`src/sv/ssys_pkg.sv`:
```
package ssys_pkg;

   localparam int SAMPLE_W = 16;
   localparam int COEF_W   = 16;
   localparam int STATE_W  = 32;
   localparam int PROD_W   = COEF_W + STATE_W;
   localparam int UPC_W    = 3;

   typedef enum logic [1:0] {
      ACT_WRITE   = 2'd0,
      ACT_PROCESS = 2'd1,
      ACT_CLEAR   = 2'd2,
      ACT_NONE    = 2'd3
   } action_type;

   typedef enum logic {
      ST_IDLE,
      ST_RUN
   } fsm_state_type;

   typedef enum logic [2:0] {
      OP_INIT,
      OP_MAC_X,
      OP_MAC_U,
      OP_ROW_END,
      OP_PHASE,
      OP_DRAIN,
      OP_COMMIT
   } op_type;

   typedef enum logic [2:0] {
      CND_NONE,
      CND_MORE_X,
      CND_MORE_U,
      CND_MORE_ROW,
      CND_OUT_PHASE,
      CND_BUSY,
      CND_OUT_FULL
   } cond_type;

   typedef struct packed {
      op_type           op;
      cond_type         cond;
      logic [UPC_W-1:0] target;
      logic             last;
   } uword_type;

   localparam logic [UPC_W-1:0] UPC_INIT    = 3'd0;
   localparam logic [UPC_W-1:0] UPC_MAC_X   = 3'd1;
   localparam logic [UPC_W-1:0] UPC_MAC_U   = 3'd2;
   localparam logic [UPC_W-1:0] UPC_ROW_END = 3'd3;
   localparam logic [UPC_W-1:0] UPC_PHASE   = 3'd4;
   localparam logic [UPC_W-1:0] UPC_DRAIN   = 3'd5;
   localparam logic [UPC_W-1:0] UPC_COMMIT  = 3'd6;

   // datapath strobes from the sequencer
   typedef struct packed {
      logic wr_en;
      logic clr;
      logic mac_x;
      logic mac_u;
      logic finish;
      logic dest_state;
      logic commit;
   } dp_ctl_type;

   // control carried down the multiply pipeline
   typedef struct packed {
      logic mac;
      logic fin;
      logic dst;
   } stage_type;

   function automatic uword_type ucode_rom(input logic [UPC_W-1:0] upc);
      uword_type uw;
      case (upc)
         UPC_INIT:    uw = '{OP_INIT,    CND_NONE,      UPC_MAC_X,   1'b0};
         UPC_MAC_X:   uw = '{OP_MAC_X,   CND_MORE_X,    UPC_MAC_X,   1'b0};
         UPC_MAC_U:   uw = '{OP_MAC_U,   CND_MORE_U,    UPC_MAC_U,   1'b0};
         UPC_ROW_END: uw = '{OP_ROW_END, CND_MORE_ROW,  UPC_MAC_X,   1'b0};
         UPC_PHASE:   uw = '{OP_PHASE,   CND_OUT_PHASE, UPC_MAC_X,   1'b0};
         UPC_DRAIN:   uw = '{OP_DRAIN,   CND_BUSY,      UPC_DRAIN,   1'b0};
         UPC_COMMIT:  uw = '{OP_COMMIT,  CND_OUT_FULL,  UPC_COMMIT,  1'b1};
         default:     uw = '{OP_DRAIN,   CND_NONE,      UPC_INIT,    1'b1};
      endcase
      return uw;
   endfunction

endpackage

```
`src/sv/ssys_intf.sv`:
```
interface ssys_req_if;
   logic               valid;
   logic               ready;
   logic [1:0]         action;
   logic [5:0]         coef_index;
   logic signed [15:0] coef_value;
   logic signed [15:0] in_first;
   logic signed [15:0] in_second;

   modport source (output valid, action, coef_index, coef_value, in_first, in_second,
                   input ready);
   modport sink (input valid, action, coef_index, coef_value, in_first, in_second,
                 output ready);
endinterface

interface ssys_rsp_if;
   logic               valid;
   logic               ready;
   logic signed [15:0] out_first;
   logic signed [15:0] out_second;

   modport source (output valid, out_first, out_second, input ready);
   modport sink (input valid, out_first, out_second, output ready);
endinterface

```
`src/sv/ssys_datapath.sv`:
```
module ssys_datapath
   import ssys_pkg::*;
#(
   parameter int NUM_STATES         = 4,
   parameter int NUM_INPUTS         = 2,
   parameter int NUM_OUTPUTS        = 2,
   parameter int COEF_FRACTION_BITS = 12
) (
   input  logic                      clock,
   input  logic                      reset,
   input  dp_ctl_type                ctl,
   input  logic [5:0]                wr_idx,
   input  logic signed [COEF_W-1:0]  wr_val,
   input  logic [$clog2(NUM_STATES*NUM_STATES + NUM_STATES*NUM_INPUTS
                 + NUM_OUTPUTS*NUM_STATES + NUM_OUTPUTS*NUM_INPUTS)-1:0] rd_addr,
   input  logic [((NUM_STATES > 1) ? $clog2(NUM_STATES) : 1)-1:0] jx,
   input  logic [((NUM_INPUTS > 1) ? $clog2(NUM_INPUTS) : 1)-1:0] ju,
   input  logic [((NUM_STATES > 1) ? $clog2(NUM_STATES) : 1)-1:0] row,
   input  logic signed [SAMPLE_W-1:0] u0,
   input  logic signed [SAMPLE_W-1:0] u1,
   output logic                      busy,
   output logic signed [SAMPLE_W-1:0] y0,
   output logic signed [SAMPLE_W-1:0] y1
);

   localparam int DEPTH = NUM_STATES*NUM_STATES + NUM_STATES*NUM_INPUTS
                          + NUM_OUTPUTS*NUM_STATES + NUM_OUTPUTS*NUM_INPUTS;
   localparam int PTR_W = $clog2(DEPTH);
   localparam int RW    = (NUM_STATES > 1) ? $clog2(NUM_STATES) : 1;
   localparam int ACC_W = PROD_W + $clog2(NUM_STATES + NUM_INPUTS);
   localparam int NYR   = (NUM_OUTPUTS < 2) ? NUM_OUTPUTS : 2;
   localparam int HALF_SH = (COEF_FRACTION_BITS > 0) ? COEF_FRACTION_BITS - 1 : 0;
   localparam logic signed [ACC_W:0] RND_HALF =
      (COEF_FRACTION_BITS > 0) ? ((ACC_W+1)'(1) <<< HALF_SH) : '0;
   localparam logic signed [ACC_W:0] Y_HI = (ACC_W+1)'(32767);
   localparam logic signed [ACC_W:0] Y_LO = (ACC_W+1)'(-32768);
   localparam logic signed [ACC_W:0] S_HI = (ACC_W+1)'(64'sh7FFF_FFFF);
   localparam logic signed [ACC_W:0] S_LO = (ACC_W+1)'(-64'sh8000_0000);

   // coefficient store
   logic signed [COEF_W-1:0]  coef_mem [DEPTH];
   logic [DEPTH-1:0]          coef_vld_ff, coef_vld_in;
   logic signed [COEF_W-1:0]  coef_rd_ff;
   logic                      coef_ok_ff;
   logic                      wr_hit;
   logic [PTR_W-1:0]          wr_addr;

   logic signed [STATE_W-1:0] x_ff [NUM_STATES];
   logic signed [STATE_W-1:0] x_in [NUM_STATES];
   logic signed [STATE_W-1:0] nx_ff [NUM_STATES];

   stage_type                 s1_ff, s1_in, s2_ff;
   logic [RW-1:0]             s1_row_ff, s2_row_ff;
   logic signed [STATE_W-1:0] opnd_ff, opnd_in;
   logic signed [PROD_W-1:0]  prod_ff;
   logic signed [COEF_W-1:0]  coef_eff;

   logic signed [ACC_W-1:0]   acc_ff, acc_in;
   logic signed [ACC_W:0]     rnd, quo;
   logic signed [STATE_W-1:0] st_sat;
   logic signed [SAMPLE_W-1:0] y_sat;
   logic signed [SAMPLE_W-1:0] y0_ff, y1_ff;

   assign wr_hit  = ctl.wr_en && (int'(wr_idx) < DEPTH);
   assign wr_addr = PTR_W'(wr_idx);

   always_ff @(posedge clock) begin
      if (wr_hit) begin
         coef_mem[wr_addr] <= wr_val;
      end
      coef_rd_ff <= coef_mem[rd_addr];
      coef_ok_ff <= coef_vld_ff[rd_addr];
   end

   always_comb begin
      coef_vld_in = coef_vld_ff;
      if (wr_hit) begin
         coef_vld_in[wr_addr] = 1'b1;
      end
   end

   always_ff @(posedge clock) begin
      if (reset) begin
         coef_vld_ff <= '0;
      end else begin
         coef_vld_ff <= coef_vld_in;
      end
   end

   // operand select and first stage
   always_comb begin
      s1_in.mac = ctl.mac_x || ctl.mac_u;
      s1_in.fin = ctl.finish;
      s1_in.dst = ctl.dest_state;
      if (ctl.mac_x) begin
         opnd_in = x_ff[jx];
      end else if (ju == '0) begin
         opnd_in = STATE_W'(u0);
      end else if ((NUM_INPUTS > 1) && (int'(ju) == 1)) begin
         opnd_in = STATE_W'(u1);
      end else begin
         opnd_in = '0;
      end
   end

   assign coef_eff = coef_ok_ff ? coef_rd_ff : '0;

   always_ff @(posedge clock) begin
      if (reset) begin
         s1_ff <= '0;
         s2_ff <= '0;
      end else begin
         s1_ff <= s1_in;
         s2_ff <= s1_ff;
      end
      s1_row_ff <= row;
      s2_row_ff <= s1_row_ff;
      opnd_ff   <= opnd_in;
      prod_ff   <= coef_eff * opnd_ff;
   end

   assign busy = s1_ff.mac || s1_ff.fin || s2_ff.mac || s2_ff.fin;

   // accumulate, round half up, saturate
   always_comb begin
      rnd = {acc_ff[ACC_W-1], acc_ff} + RND_HALF;
      quo = rnd >>> COEF_FRACTION_BITS;
      if (quo > S_HI) begin
         st_sat = STATE_W'(S_HI);
      end else if (quo < S_LO) begin
         st_sat = STATE_W'(S_LO);
      end else begin
         st_sat = quo[STATE_W-1:0];
      end
      if (quo > Y_HI) begin
         y_sat = SAMPLE_W'(Y_HI);
      end else if (quo < Y_LO) begin
         y_sat = SAMPLE_W'(Y_LO);
      end else begin
         y_sat = quo[SAMPLE_W-1:0];
      end
      if (s2_ff.fin) begin
         acc_in = '0;
      end else if (s2_ff.mac) begin
         acc_in = acc_ff + ACC_W'(prod_ff);
      end else begin
         acc_in = acc_ff;
      end
   end

   always_ff @(posedge clock) begin
      if (reset) begin
         acc_ff <= '0;
      end else begin
         acc_ff <= acc_in;
      end
      if (s2_ff.fin) begin
         if (s2_ff.dst) begin
            nx_ff[s2_row_ff] <= st_sat;
         end else if (s2_row_ff == '0) begin
            y0_ff <= y_sat;
         end else begin
            y1_ff <= y_sat;
         end
      end
   end

   // state vector
   always_comb begin
      for (int i = 0; i < NUM_STATES; i++) begin
         if (ctl.clr) begin
            x_in[i] = '0;
         end else if (ctl.commit) begin
            x_in[i] = nx_ff[i];
         end else begin
            x_in[i] = x_ff[i];
         end
      end
   end

   always_ff @(posedge clock) begin
      for (int i = 0; i < NUM_STATES; i++) begin
         if (reset) begin
            x_ff[i] <= '0;
         end else begin
            x_ff[i] <= x_in[i];
         end
      end
   end

   assign y0 = y0_ff;
   assign y1 = (NYR > 1) ? y1_ff : '0;

endmodule

```
`src/sv/state_space_system_step.sv`:
```
// process request: output rows (C, D) first, for R = min(NUM_OUTPUTS, 2) outputs, then
// state rows (A, B); the pipeline then drains and the response register is loaded
// one shared multiplier, one coefficient product per MAC-step cycle, one sample in flight
// next request taken the cycle after the response is loaded
// write and clear requests complete in the accepting cycle
// synchronous reset: sequencer idle, state vector zero, coefficient store reads zero
module state_space_system_step
   import ssys_pkg::*;
#(
   parameter int NUM_STATES         = 4,
   parameter int NUM_INPUTS         = 2,
   parameter int NUM_OUTPUTS        = 2,
   parameter int COEF_FRACTION_BITS = 12
) (
   input  logic              clock,
   input  logic              reset,
   ssys_req_if.sink          req_chan,
   ssys_rsp_if.source        rsp_chan
);

   localparam int BASE_A = 0;
   localparam int BASE_B = BASE_A + NUM_STATES*NUM_STATES;
   localparam int BASE_C = BASE_B + NUM_STATES*NUM_INPUTS;
   localparam int BASE_D = BASE_C + NUM_OUTPUTS*NUM_STATES;
   localparam int DEPTH  = BASE_D + NUM_OUTPUTS*NUM_INPUTS;
   localparam int PTR_W  = $clog2(DEPTH);
   localparam int XW     = (NUM_STATES > 1) ? $clog2(NUM_STATES) : 1;
   localparam int UW     = (NUM_INPUTS > 1) ? $clog2(NUM_INPUTS) : 1;
   localparam int RW     = XW;
   localparam int NYR    = (NUM_OUTPUTS < 2) ? NUM_OUTPUTS : 2;

   fsm_state_type state_ff, state_in;
   logic [UPC_W-1:0] upc_ff, upc_in;
   uword_type uw;
   logic cond_true;
   logic req_accept;
   action_type act;

   logic [XW-1:0]    jx_ff, jx_in;
   logic [UW-1:0]    ju_ff, ju_in;
   logic [RW-1:0]    row_ff, row_in, last_row;
   logic [PTR_W-1:0] ptr_x_ff, ptr_x_in, ptr_u_ff, ptr_u_in, rd_addr;
   logic             phase_out_ff, phase_out_in;
   logic signed [SAMPLE_W-1:0] u0_ff, u0_in, u1_ff, u1_in;

   logic             rsp_valid_ff, rsp_valid_in;
   logic signed [SAMPLE_W-1:0] out_first_ff, out_first_in, out_second_ff, out_second_in;

   dp_ctl_type ctl;
   logic dp_busy;
   logic signed [SAMPLE_W-1:0] y0, y1;

   assign uw         = ucode_rom(upc_ff);
   assign act        = action_type'(req_chan.action);
   assign req_accept = req_chan.valid && req_chan.ready;
   assign last_row   = phase_out_ff ? RW'(NYR - 1) : RW'(NUM_STATES - 1);

   always_comb begin
      case (uw.cond)
         CND_NONE:      cond_true = 1'b0;
         CND_MORE_X:    cond_true = (jx_ff != XW'(NUM_STATES - 1));
         CND_MORE_U:    cond_true = (ju_ff != UW'(NUM_INPUTS - 1));
         CND_MORE_ROW:  cond_true = (row_ff != last_row);
         CND_OUT_PHASE: cond_true = phase_out_ff;
         CND_BUSY:      cond_true = dp_busy;
         CND_OUT_FULL:  cond_true = rsp_valid_ff && !rsp_chan.ready;
         default:       cond_true = 1'b0;
      endcase
   end

   // next state
   always_comb begin
      state_in = state_ff;
      case (state_ff)
         ST_IDLE: begin
            if (req_accept && (act == ACT_PROCESS)) begin
               state_in = ST_RUN;
            end
         end
         ST_RUN: begin
            if (uw.last && !cond_true) begin
               state_in = ST_IDLE;
            end
         end
         default: state_in = ST_IDLE;
      endcase
   end

   // outputs
   always_comb begin
      req_chan.ready = 1'b0;
      ctl            = '0;
      case (state_ff)
         ST_IDLE: begin
            req_chan.ready = 1'b1;
            ctl.wr_en      = req_accept && (act == ACT_WRITE);
            ctl.clr        = req_accept && (act == ACT_CLEAR);
         end
         ST_RUN: begin
            case (uw.op)
               OP_MAC_X:   ctl.mac_x = 1'b1;
               OP_MAC_U:   ctl.mac_u = 1'b1;
               OP_ROW_END: begin
                  ctl.finish     = 1'b1;
                  ctl.dest_state = !phase_out_ff;
               end
               OP_COMMIT:  ctl.commit = !cond_true;
               default:    ctl = '0;
            endcase
         end
         default: req_chan.ready = 1'b0;
      endcase
   end

   assign rd_addr = (uw.op == OP_MAC_U) ? ptr_u_ff : ptr_x_ff;

   // sequencer counters and pointers
   always_comb begin
      upc_in       = upc_ff;
      jx_in        = jx_ff;
      ju_in        = ju_ff;
      row_in       = row_ff;
      ptr_x_in     = ptr_x_ff;
      ptr_u_in     = ptr_u_ff;
      phase_out_in = phase_out_ff;
      u0_in        = u0_ff;
      u1_in        = u1_ff;
      if (state_ff == ST_IDLE) begin
         upc_in = UPC_INIT;
         if (req_accept && (act == ACT_PROCESS)) begin
            u0_in = req_chan.in_first;
            u1_in = req_chan.in_second;
         end
      end else begin
         upc_in = cond_true ? uw.target : upc_ff + UPC_W'(1);
         case (uw.op)
            OP_INIT: begin
               jx_in        = '0;
               ju_in        = '0;
               row_in       = '0;
               phase_out_in = 1'b1;
               ptr_x_in     = PTR_W'(BASE_C);
               ptr_u_in     = PTR_W'(BASE_D);
            end
            OP_MAC_X: begin
               ptr_x_in = ptr_x_ff + PTR_W'(1);
               jx_in    = cond_true ? jx_ff + XW'(1) : '0;
            end
            OP_MAC_U: begin
               ptr_u_in = ptr_u_ff + PTR_W'(1);
               ju_in    = cond_true ? ju_ff + UW'(1) : '0;
            end
            OP_ROW_END: begin
               row_in = cond_true ? row_ff + RW'(1) : '0;
            end
            OP_PHASE: begin
               if (phase_out_ff) begin
                  phase_out_in = 1'b0;
                  ptr_x_in     = PTR_W'(BASE_A);
                  ptr_u_in     = PTR_W'(BASE_B);
               end
            end
            default: ;
         endcase
      end
   end

   // response register
   always_comb begin
      rsp_valid_in  = rsp_valid_ff && !rsp_chan.ready;
      out_first_in  = out_first_ff;
      out_second_in = out_second_ff;
      if (ctl.commit) begin
         rsp_valid_in  = 1'b1;
         out_first_in  = y0;
         out_second_in = y1;
      end
   end

   always_ff @(posedge clock) begin
      if (reset) begin
         state_ff     <= ST_IDLE;
         upc_ff       <= UPC_INIT;
         rsp_valid_ff <= 1'b0;
      end else begin
         state_ff     <= state_in;
         upc_ff       <= upc_in;
         rsp_valid_ff <= rsp_valid_in;
      end
      jx_ff         <= jx_in;
      ju_ff         <= ju_in;
      row_ff        <= row_in;
      ptr_x_ff      <= ptr_x_in;
      ptr_u_ff      <= ptr_u_in;
      phase_out_ff  <= phase_out_in;
      u0_ff         <= u0_in;
      u1_ff         <= u1_in;
      out_first_ff  <= out_first_in;
      out_second_ff <= out_second_in;
   end

   assign rsp_chan.valid      = rsp_valid_ff;
   assign rsp_chan.out_first  = out_first_ff;
   assign rsp_chan.out_second = out_second_ff;

   ssys_datapath #(
      .NUM_STATES         (NUM_STATES),
      .NUM_INPUTS         (NUM_INPUTS),
      .NUM_OUTPUTS        (NUM_OUTPUTS),
      .COEF_FRACTION_BITS (COEF_FRACTION_BITS)
   ) u_datapath (
      .clock   (clock),
      .reset   (reset),
      .ctl     (ctl),
      .wr_idx  (req_chan.coef_index),
      .wr_val  (req_chan.coef_value),
      .rd_addr (rd_addr),
      .jx      (jx_ff),
      .ju      (ju_ff),
      .row     (row_ff),
      .u0      (u0_ff),
      .u1      (u1_ff),
      .busy    (dp_busy),
      .y0      (y0),
      .y1      (y1)
   );

   a_commit_drained: assert property (@(posedge clock) disable iff (reset)
      ctl.commit |-> !dp_busy)
      else $error("response loaded with products still in flight");

   a_upc_range: assert property (@(posedge clock) disable iff (reset)
      (state_ff == ST_RUN) |-> (upc_ff <= UPC_COMMIT))
      else $error("step counter left the program");

   a_rsp_from_commit: assert property (@(posedge clock) disable iff (reset)
      $rose(rsp_valid_ff) |-> $past(ctl.commit))
      else $error("response raised without a commit step");

   a_no_request_in_run: assert property (@(posedge clock) disable iff (reset)
      (state_ff == ST_RUN) |-> !ctl.wr_en && !ctl.clr)
      else $error("store or state changed during a sample");

endmodule
```
`src/flat_wrapper.sv`:
```
// flat-port wrapper written by rule: the top's interface ports become plain ports
module state_space_system_step_flat import ssys_pkg::*;
#(
   parameter int NUM_STATES         = 4,
   parameter int NUM_INPUTS         = 2,
   parameter int NUM_OUTPUTS        = 2,
   parameter int COEF_FRACTION_BITS = 12
)
  (clock, reset, req_chan_valid, req_chan_action, req_chan_coef_index, req_chan_coef_value, req_chan_in_first, req_chan_in_second, req_chan_ready, rsp_chan_valid, rsp_chan_out_first, rsp_chan_out_second, rsp_chan_ready);
  ssys_req_if req_chan_i ();
  ssys_rsp_if rsp_chan_i ();
  input  logic clock;
  input  logic reset;
  input wire logic [$bits(req_chan_i.valid)-1:0] req_chan_valid;
  input wire logic [$bits(req_chan_i.action)-1:0] req_chan_action;
  input wire logic [$bits(req_chan_i.coef_index)-1:0] req_chan_coef_index;
  input wire logic [$bits(req_chan_i.coef_value)-1:0] req_chan_coef_value;
  input wire logic [$bits(req_chan_i.in_first)-1:0] req_chan_in_first;
  input wire logic [$bits(req_chan_i.in_second)-1:0] req_chan_in_second;
  output wire logic [$bits(req_chan_i.ready)-1:0] req_chan_ready;
  output wire logic [$bits(rsp_chan_i.valid)-1:0] rsp_chan_valid;
  output wire logic [$bits(rsp_chan_i.out_first)-1:0] rsp_chan_out_first;
  output wire logic [$bits(rsp_chan_i.out_second)-1:0] rsp_chan_out_second;
  input wire logic [$bits(rsp_chan_i.ready)-1:0] rsp_chan_ready;
  assign req_chan_i.valid = req_chan_valid;
  assign req_chan_i.action = req_chan_action;
  assign req_chan_i.coef_index = req_chan_coef_index;
  assign req_chan_i.coef_value = req_chan_coef_value;
  assign req_chan_i.in_first = req_chan_in_first;
  assign req_chan_i.in_second = req_chan_in_second;
  assign req_chan_ready = req_chan_i.ready;
  assign rsp_chan_valid = rsp_chan_i.valid;
  assign rsp_chan_out_first = rsp_chan_i.out_first;
  assign rsp_chan_out_second = rsp_chan_i.out_second;
  assign rsp_chan_i.ready = rsp_chan_ready;
  state_space_system_step #(.NUM_STATES(NUM_STATES), .NUM_INPUTS(NUM_INPUTS), .NUM_OUTPUTS(NUM_OUTPUTS), .COEF_FRACTION_BITS(COEF_FRACTION_BITS)) u_core (.clock(clock), .reset(reset), .req_chan(req_chan_i), .rsp_chan(rsp_chan_i));
endmodule
```
`config.mk`:
```
export PLATFORM = sky130hd
export DESIGN_NAME = state_space_system_step_flat
export DESIGN_NICKNAME = d
export VERILOG_FILES = /design/src/sv/ssys_pkg.sv /design/src/sv/ssys_intf.sv /design/src/sv/ssys_datapath.sv /design/src/sv/state_space_system_step.sv /design/src/flat_wrapper.sv
export SDC_FILE = /design/constraint.sdc
export NUM_CORES = 2
export LEC_CHECK = 0
export ABC_AREA = 1
export BUFFER_PORTS_ARGS = -buffer_cell sky130_fd_sc_hd__buf_2
export CAP_MARGIN = 20
export CORE_MARGIN = 3
export CORE_UTILIZATION = 45
export DETAILED_ROUTE_END_ITERATION = 8
export PLACE_DENSITY = 0.64
export SYNTH_ARGS = -nofsm -noshare
export SYNTH_HDL_FRONTEND = slang
export SYNTH_SLANG_ARGS = --single-unit
export TNS_END_PERCENT = 20
```
`constraint.sdc`:
```
create_clock -name clock -period 14.4 [get_ports clock]
set_input_delay 0.72 -clock clock [delete_from_list [all_inputs] [get_ports clock]]
set_output_delay 0.72 -clock clock [all_outputs]
set_load 0.03 [all_outputs]
```
==> results.cfg <==
[status]
run_status = complete, no violations

[flow_run]
maxCapViolations = 0

[worst_setup_path]
cp_num_buf_inv = 4
crit_type = flop to flop
timing.critical_path.slowest_cell_delay_ps = 940
worst_ep_required_time_ps = 15010
crit_path_cell_trace = nand2_1 > inv_1 > nand2_1 > fa_1 > inv_1 > fa_1 > fa_1 > fa_1 > fa_1 > inv_1 > fa_1 > inv_1 > ha_1 > nand2_1 > nor4_1 > nand4_1 > nand3_1 > xor2_1
arrival_ps = 8920
cpLargestDelayFamily = adder cells
worst_path_most_repeated_cell = sky130_fd_sc_hd__fa_1
start_kind = flop
worst_setup_path_end_kind = flop
critPathSlowestCell = sky130_fd_sc_hd__fa_1
timing.critical_path.fanout_max = 27

[route]
postRouteWirelength_um = 195000
via_count = 49072
route.detailed.drc = 0
routed_via_density = 5.22
ant_nets = 0
routed_wire_length_per_instance_um = 20.8
initial_drt_markers = 4119
drt-pass1-iter-count = 6

[timing]
maxSlewViolCount = 0
worst_clock_skew_ps = 45.7
final.setup.tns_ps = 0
finalSetupViolations = 0
timing.fmax_ghz = 0.120
slew_headroom_pct = 26.6
period_minus_slack_ps = 8310
finalHoldViolations = 0
tightest_slew_ps = 1100
final.period_utilization_pct = 57.7
grt_setup_unrepaired = false

[place]
dp_hpwl_um = 138000
io_buffer_count = 93
place_congestion = 0.980

[floorplanning]
ioPinCount = 94
placeableCoreArea_um2 = 149000
die_y_um = 394
initial_utilization_pct = 45.6
placement_rows = 141
fp.dieArea_um2 = 155000
floorplan.die.width_um = 394

[global_routing]
first_pass_grt_wire_length_um = 298000
grtUsageTotal_pct = 25.1
gr-total-overflow = 0
number_of_antenna_violations_at_the_first_check_in_global_routing = 7
pin_count_of_the_biggest_net_entering_global_routing = 198
vias_in_the_first_global_route = 48698

[logic_synthesis]
synth_top_area_share_pct = 41.9
yosys.cell_count.top_type = sky130_fd_sc_hd__nand2_1
synth.top_cells.by_area = sky130_fd_sc_hd__edfxtp_1, sky130_fd_sc_hd__fa_1, sky130_fd_sc_hd__nand2_1
postSynthRegisterBits = 1147
yosysTopAreaCell = sky130_fd_sc_hd__edfxtp_1
avgSynthCellArea_um2 = 9.35
asyncSetResetFlopFracSynth_pct = 0
synthCells = 7249
synth_enable_flop_cells = 946
synth_seq_area_share_pct = 47.8
synth_top_flop_cell = sky130_fd_sc_hd__edfxtp_1
synth_common_cells = sky130_fd_sc_hd__nand2_1, sky130_fd_sc_hd__inv_1, sky130_fd_sc_hd__edfxtp_1, sky130_fd_sc_hd__nor2_1, sky130_fd_sc_hd__nand3_1
synth_area_um2 = 67800
yosys.cell_types.count = 53
mappedNetlistNets = 7968
synthesis.yosys.warnings = 0

[finish]
nNetsFinal = 8007
layout.filler_cells = 13669
fraction_of_final_layout_cells_sized_beyond_drive_strength_1_pct = 5.97
finalCoreUtilization_pct = 50.1
area_growth_syn_to_layout_pct = 9.88

[clock_tree]
number_of_buffers_on_the_longest_clock_path = 3
number_of_buffers_added_by_the_clock_tree_synthesis_step = 117
clock_tree.htree_level_count = 3
cts_num_sinks = 1147
clock_tree_from_tritoncts = yes
post_cts.repair.setup_buffers = 0
cts-root-buf = sky130_fd_sc_hd__clkbuf_16
cts.hold.buffers_added = 0
post_cts_resize_count = 0
insertion_delay_to_the_later_sink_of_the_worst_skew_pair_ps = 770
clkTransAtPathRegs_ps = 70

[pwr]
power.static_leakage_nw = 33.1
vdd_ir_drop_max_uv = 128
power_per_cell_area_nw_per_um2 = 118
total_power_mw = 8.82

[hold_path]
class_of_the_most_critical_hold_timing_path = input port to flop
cell usage in the layout (no fill, tap or decap), types with 9 or more instances in the layout:
cell type,Yosys,routed
sky130_fd_sc_hd__nand2_1,1689,1684
sky130_fd_sc_hd__inv_1,1342,1341
sky130_fd_sc_hd__edfxtp_1,946,946
sky130_fd_sc_hd__nor2_1,807,803
sky130_fd_sc_hd__nand3_1,508,508
sky130_fd_sc_hd__fa_1,487,487
sky130_fd_sc_hd__a21oi_1,201,201
sky130_fd_sc_hd__dfxtp_1,201,199
sky130_fd_sc_hd__ha_1,172,172
sky130_fd_sc_hd__o21ai_0,166,166
sky130_fd_sc_hd__clkbuf_16,0,118
sky130_fd_sc_hd__buf_2,83,93
sky130_fd_sc_hd__o211ai_1,87,87
sky130_fd_sc_hd__buf_4,12,85
sky130_fd_sc_hd__xor2_1,68,68
sky130_fd_sc_hd__nor3_1,41,36
sky130_fd_sc_hd__a31oi_1,35,35
sky130_fd_sc_hd__clkinv_1,10,30
sky130_fd_sc_hd__xnor2_1,27,27
sky130_fd_sc_hd__o21bai_1,26,26
sky130_fd_sc_hd__nand4_1,24,24
sky130_fd_sc_hd__a21o_1,23,23
sky130_fd_sc_hd__clkbuf_1,129,20
sky130_fd_sc_hd__clkinv_2,0,18
sky130_fd_sc_hd__a221o_1,17,17
sky130_fd_sc_hd__bufinv_16,0,16
sky130_fd_sc_hd__o22ai_1,15,15
sky130_fd_sc_hd__inv_2,14,14
sky130_fd_sc_hd__nor2_2,10,13
sky130_fd_sc_hd__nand2_2,10,12
sky130_fd_sc_hd__clkbuf_8,0,11
sky130_fd_sc_hd__o21a_1,9,9
metal layers:
layer | GRT usage [%] | vias to the layer above | wire (um)
met5 | 0 | - | 13
met3 | 3.97 | 317 | 14300
met4 | 8.03 | 2 | 6120
met1 | 35.3 | 23998 | 84500
li1 | - | 22944 | -
met2 | 39.9 | 1811 | 90300
power breakdown:
part / total (mW) / internal, mW / switching (mW)
Combinational: 1.81 / 0.580 / 1.23
Clock: 3.19 / 1.86 / 1.33
Sequential: 3.82 / 3.68 / 0.137
Total: 8.82 / 6.12 / 2.70
cell families after synthesis:
logic type	share of synthesized area, %
and+or+nand+nor	18.6
buffers and inverters	9.42
DFF	47.8
adders and majority gates	17.6
AOI/OAI and AO/OA	5.26
xor gates and xnor gates	1.25
muxes	0.0498
cell type report:
cell class              instances  area (um2)  area share (%)
flip-flops and latches       1147       32400            43.5
multi-input cells            4470       29100            39.0
inverters                    1367        5130            6.89
clock buffers                 149        3180            4.27
well taps                    2002        2500            3.36
repair buffers                185        1260            1.69
clock inverters                70         895            1.20
diodes                          4        10.0          0.0134
state kept, by name (all words and copies together), names as in the netlist, 3 cells and up, named ones only:
signal / count
u_core.u_datapath.x_ff: 128
u_core.upc_ff: 3
u_core.ptr_x_ff: 6
u_core.u_datapath.acc_ff: 51
u_core.rsp_chan.out_second: 16
u_core.u_datapath.y1: 16
u_core.u_datapath.s2_ff: 3
u_core.u0_ff: 16
u_core.u_datapath.opnd_ff: 32
u_core.ptr_u_ff: 6
u_core.u_datapath.prod_ff: 48
u_core.u_datapath.coef_mem: 576
u_core.u_datapath.coef_vld_ff: 36
u_core.u_datapath.y0: 16
u_core.u_datapath.nx_ff: 128
u_core.u_datapath.s1_ff: 3
u_core.u_datapath.coef_rd_ff: 16
u_core.u1_ff: 16
u_core.rsp_chan.out_first: 16
per-stage QoR:
stage	std cells	cell area (um2)	hold WS (ps)	setup WS (ps)
floorplan	7249	67800	310	8170
global placement	9166	70300	314	6190
detailed placement	9168	70300	313	6130
CTS	9387	74400	59.6	6070
global route	9390	74500	79.2	5680
finish	9394	74500	122	6090
path summary, 6_finish.rpt:
check             depth (start not counted)  slack (ps)                                   start                                      to
setup / recovery                         18        6090    u_core.u_datapath.coef_ok_ff$_DFF_P_   u_core.u_datapath.prod_ff[42]$_DFF_P_
hold / removal                            1         120                    req_chan_in_first[6]               u_core.u0_ff[6]$_DFFE_PP_
setup reg to reg                         18        6090    u_core.u_datapath.coef_ok_ff$_DFF_P_   u_core.u_datapath.prod_ff[42]$_DFF_P_
hold reg to reg                           0         330  u_core.u_datapath.s1_row_ff[1]$_DFF_P_  u_core.u_datapath.s2_row_ff[1]$_DFF_P_
worst register-to-register path: stages, from the launching register on:
cell                      delay (ps)
sky130_fd_sc_hd__dfxtp_1         700
sky130_fd_sc_hd__nand2_1         790
sky130_fd_sc_hd__inv_1           480
sky130_fd_sc_hd__nand2_1         220
sky130_fd_sc_hd__fa_1            540
sky130_fd_sc_hd__inv_1            80
sky130_fd_sc_hd__fa_1            940
sky130_fd_sc_hd__fa_1            520
sky130_fd_sc_hd__fa_1            500
sky130_fd_sc_hd__fa_1            550
sky130_fd_sc_hd__inv_1            60
sky130_fd_sc_hd__fa_1            530
sky130_fd_sc_hd__inv_1            40
sky130_fd_sc_hd__ha_1            470
sky130_fd_sc_hd__nand2_1         180
sky130_fd_sc_hd__nor4_1          700
sky130_fd_sc_hd__nand4_1         340
sky130_fd_sc_hd__nand3_1         230
sky130_fd_sc_hd__xor2_1          320
(Power assumes the default switching activity.)
